### src/rtl/core/v4g_pkg.sv
package v4g_pkg;

  // Operation codes carried in the input tuser field
  typedef logic [2:0] func_t;
  localparam func_t FUNC_LEN  = 3'd0;
  localparam func_t FUNC_NORM = 3'd1;
  localparam func_t FUNC_DOT  = 3'd2;
  localparam func_t FUNC_REFL = 3'd3;
  localparam func_t FUNC_REFR = 3'd4;

  // Register depth of the square root pipeline: one register per root bit plus rounding
  localparam int SQ_STEPS = 32;
  localparam int SQ_LAT   = SQ_STEPS + 1;

  // Four 32-bit components, x in the low word
  typedef logic [3:0][31:0] vec_t;

  // Item context carried alongside the square root pipeline
  typedef struct packed {
    func_t       func;
    vec_t        a;
    vec_t        b;
    logic [31:0] d;
    logic        carry;
    logic        kneg;
    vec_t        ear;
    logic [31:0] edr;
    vec_t        refl;
  } ctx_t;

  // Finished result waiting for the normalize quotients
  typedef struct packed {
    vec_t        r;
    logic [31:0] scalar;
    logic        special;
    logic        use_div;
  } res_t;

  // Clamp a wide signed value to the 32-bit range
  function automatic logic signed [31:0] sat32(input logic signed [79:0] v);
    if (v > 80'sd2147483647) begin
      return 32'sh7fff_ffff;
    end else if (v < -80'sd2147483648) begin
      return 32'sh8000_0000;
    end else begin
      return v[31:0];
    end
  endfunction

  // Round an exact product half up to frac fractional bits, then saturate
  function automatic logic signed [31:0] qrnd(input logic signed [63:0] p,
                                              input int unsigned frac);
    logic signed [79:0] t;
    t = (80'(p) + (80'sd1 <<< (frac - 1))) >>> frac;
    return sat32(t);
  endfunction

endpackage

### src/rtl/core/v4g_sqrt.sv
module v4g_sqrt import v4g_pkg::*; (
  input  logic        clk_i,
  input  logic        en_i,
  input  logic [63:0] x_i,
  output logic [32:0] root_o
);

  logic [63:0] rem_in [SQ_STEPS];
  logic [63:0] r_in   [SQ_STEPS];
  logic [63:0] trial  [SQ_STEPS];
  logic [63:0] bitv   [SQ_STEPS];
  logic [63:0] rem_d  [SQ_STEPS];
  logic [63:0] r_d    [SQ_STEPS];
  logic [63:0] rem_q  [SQ_STEPS];
  logic [63:0] r_q    [SQ_STEPS];
  logic [32:0] root_q;

  // One root bit per stage, restoring digit recurrence
  always_comb begin
    rem_in[0] = x_i;
    r_in[0]   = '0;
    for (int j = 1; j < SQ_STEPS; j++) begin
      rem_in[j] = rem_q[j-1];
      r_in[j]   = r_q[j-1];
    end
    for (int j = 0; j < SQ_STEPS; j++) begin
      bitv[j]  = 64'd1 << (62 - 2 * j);
      trial[j] = r_in[j] + bitv[j];
      if (rem_in[j] >= trial[j]) begin
        rem_d[j] = rem_in[j] - trial[j];
        r_d[j]   = (r_in[j] >> 1) + bitv[j];
      end else begin
        rem_d[j] = rem_in[j];
        r_d[j]   = r_in[j] >> 1;
      end
    end
  end

  always_ff @(posedge clk_i) begin
    if (en_i) begin
      for (int j = 0; j < SQ_STEPS; j++) begin
        rem_q[j] <= rem_d[j];
        r_q[j]   <= r_d[j];
      end
      // round to nearest: remainder above the root means the next integer is closer
      root_q <= (rem_q[SQ_STEPS-1] > r_q[SQ_STEPS-1]) ?
                r_q[SQ_STEPS-1][32:0] + 33'd1 : r_q[SQ_STEPS-1][32:0];
    end
  end

  assign root_o = root_q;

endmodule

### config.mk
export PLATFORM = sky130hd
export DESIGN_NAME = v4g_sqrt
export DESIGN_NICKNAME = d
export VERILOG_FILES = /design/src/rtl/core/v4g_pkg.sv /design/src/rtl/core/v4g_sqrt.sv
export SDC_FILE = /design/constraint.sdc
export NUM_CORES = 2
export LEC_CHECK = 0
export BUFFER_PORTS_ARGS = -buffer_cell sky130_fd_sc_hd__buf_2
export CAP_MARGIN = 25
export CORE_MARGIN = 1.5
export CORE_UTILIZATION = 40
export DETAILED_ROUTE_END_ITERATION = 10
export SLEW_MARGIN = 15
export SYNTH_ARGS = -nofsm -noshare
export SYNTH_HDL_FRONTEND = slang
export SYNTH_SLANG_ARGS = --single-unit
### constraint.sdc
create_clock -name clk_i -period 11.4 [get_ports clk_i]
set_input_delay 1.14 -clock clk_i [delete_from_list [all_inputs] [get_ports clk_i]]
set_output_delay 1.14 -clock clk_i [all_outputs]
set_load 0.005 [all_outputs]
==> flow_summary.yaml <==
status:
  status: "complete, no violations"
pwr:
  p_leak_uw: 0.0526
  vdd_drop_max_uv: 145
  power.total_uw: 29100
  power-per-cell-area_nw_per_um2: 206
clock_network:
  clk_path_buf_depth: 4
  postCtsHoldBufs: 0
  ctsResizeCount: 0
  tritoncts: "built"
  cts_made_buffers: 283
  htree_levels: 5
  clkSinkCount: 2609
  clk_pin_slew_ns: 0.06
  worstSkewPairLatency_ns: 0.91
  cts_root_buf: "clkbuf_16"
  cts_setup_buffers: 0
route:
  via_count: 81400
  vias_per_cell: 5.48
  ant_nets: 0
  drt_wl_total_mm: 338
  dr.pass1.iters: 6
  drt-initial-drc-count: 6261
  wl_per_cell_um: 22.7
  drc: 0
worst_setup_path:
  path_class: "flip-flop to flip-flop"
  cp.arrival_ns: 5.47
  cp.required_ns: 12.09
  cp_max_fo: 59
  worstSetupStartpointType: "flip-flop"
  critPathCaptureType: "flip-flop"
placement:
  io_buffers: 98
  gp_congestion: 0.913
  place_area_um2: 132000
  dp_hpwl_mm: 258
synth:
  synth_edf_count: 2609
  synthCells: 10200
  yosys-top-cells-area: "edfxtp_1 62%, ha_1 5.9%, xnor2_1 3.4%"
  synthDistinctLibCells: 93
  ys_warn_count: 0
  synth_nets: 10900
  synth.cell_area_um2: 126000
  ys_ff_latch: 2609
  yosysMostFrequentCell: "edfxtp_1"
  synth_top_area_share_pct: 61.9
  synth_common_cells: "2609 x edfxtp_1, 750 x nand2_1, 734 x inv_1, 670 x nor2_1, 659 x a21oi_1"
  yosys.area.top_type: "edfxtp_1"
  ys_seq_area_share_pct: 61.9
  async_flop_share_pct: 0
  postSynthAreaPerCell_um2: 12.3
  synthFlopType: "edfxtp_1"
sta:
  post-route-period-util_pct: 41.9
  hold_viol_final: 0
  holdWs_ns: 0.403
  skew_ns: 0.0631
  finalSetupTns_ns: 0
  max_freq_mhz: 209
  setup_viol: 0
  maxSlewViolCount: 0
  worst_pin_slew_ns: 1.28
  slew_headroom_pct: 14.9
  rsz0062_at_grt: "false"
  fin_crit_ns: 4.78
min_path:
  hp-class: "primary input to flip-flop"
final_layout:
  seq_area_um2: 78300
  finalInstanceArea_um2: 142000
  utilization_pct: 45.0
  drive_gt1_share_pct: 6.78
  fillers: 28200
  multi_input_area_um2: 44600
  final_nets: 11100
  syn_to_final_growth_pct: 11.9
grt:
  gr-total-overflow: 0
  grtUsageTotal_pct: 20.6
  grt_first_pass_wirelength_mm: 499
  grt_pass1_vias: 80900
  grt_max_degree: 218
  antenna_found_initial: 7
die:
  die_area_um2: 320000
  die_w_um: 565
  num_rows: 206
  io_pins: 99
  fp.dieH_um: 565
  core_um2: 315000
  initial_core_util_pct: 40.2
flow_run:
  drv_cap: 0
worst max-delay path, cell delays in order, from the launching register on:
cell and delay, ns:
edfxtp_1 0.51, ha_1 0.46, nand2_1 0.10, nor3_1 0.58
nand2_1 0.20, nor4_1 0.78, a21oi_1 0.21, nand3b_1 0.23
a211oi_4 0.06, buf_4 0.33, or4_1 0.63, nor4_1 0.26
xor2_1 0.27
metrics by stage:
stage | setup WS, ns | cells
after floorplan | 7.74 | 10200
after global placement | 6.69 | 14300
after detailed placement | 6.67 | 14300
after CTS | 6.66 | 14900
after global routing | 6.32 | 14900
final | 6.62 | 14900
state kept, by name, indices dropped and copies added, names as in the netlist:
signal / flops
r_q: 528
rem_q: 2048
root_o: 33
logic make-up after synthesis:
logic type | Yosys count | synth area share (%)
muxes | 77 | 0.678
DFF | 2609 | 61.9
adders and majority gates | 593 | 5.87
xor gates and xnor gates | 979 | 6.78
and+or+nand+nor | 3064 | 12.3
buffers and inverters | 950 | 2.84
AOI/OAI and AO/OA | 1975 | 9.59
cell usage in the layout, fill, tap and decap left out, types with 37 or more instances in the layout:
cell type / instances
clkinv_1: 48
or3_1: 118
o21a_1: 102
or2_2: 44
clkinv_2: 45
nand2b_1: 106
bufinv_16: 37
nor4b_1: 51
nor2b_1: 63
nor3_1: 291
buf_2: 99
a21oi_1: 658
ha_1: 593
o21bai_1: 55
inv_1: 733
clkbuf_16: 288
nand4_1: 177
or4_1: 82
nand3_1: 156
buf_4: 43
and3_1: 66
mux2_2: 68
nor2_1: 670
xnor2_1: 497
nand2_1: 750
a21o_1: 247
o21ai_0: 504
xor2_1: 482
clkbuf_1: 57
edfxtp_1: 2609
nor4_1: 352
a211oi_1: 49
a31oi_1: 45
o31ai_1: 47
report_power, final:
part | total, µW | internal [µW] | switching [µW]
clock | 9390 | 5520 | 3870
sequential | 13400 | 12300 | 1160
combinational | 6290 | 2480 | 3810
area by class of cell:
class | count | area share (%)
Sequential cell | 2609 | 55.3
Multi-Input combinational cell | 6688 | 31.5
Clock buffer | 345 | 5.24
Tap cell | 4160 | 3.68
Inverter | 734 | 1.95
Clock inverter | 168 | 1.43
Timing Repair Buffer | 160 | 0.811
Antenna cell | 5 | 0.00884
worst paths after layout:
kind	startpoint	to	slack (ns)	cells past startpoint
setup / recovery	rem_q[1][549]	rem_q[1][627]	6.62	12
setup reg to reg	rem_q[1][549]	rem_q[1][627]	6.62	12
hold reg to reg	rem_q[1][197]	rem_q[1][261]	0.43	0
hold / removal	x_i[42]	rem_q[0][42]	0.40	1
layer usage:
layer	track usage (%)	vias to the layer above	part of all wire, %	wire (µm)
met5	0	-	0.0030	10
met3	2.37	784	3.7	12300
met2	38.5	2050	52	177000
li1	-	38700	-	-
met4	13.5	2	7.2	24200
met1	21.9	39900	37	124000
Note: power is estimated with default switching activity, not from simulation.
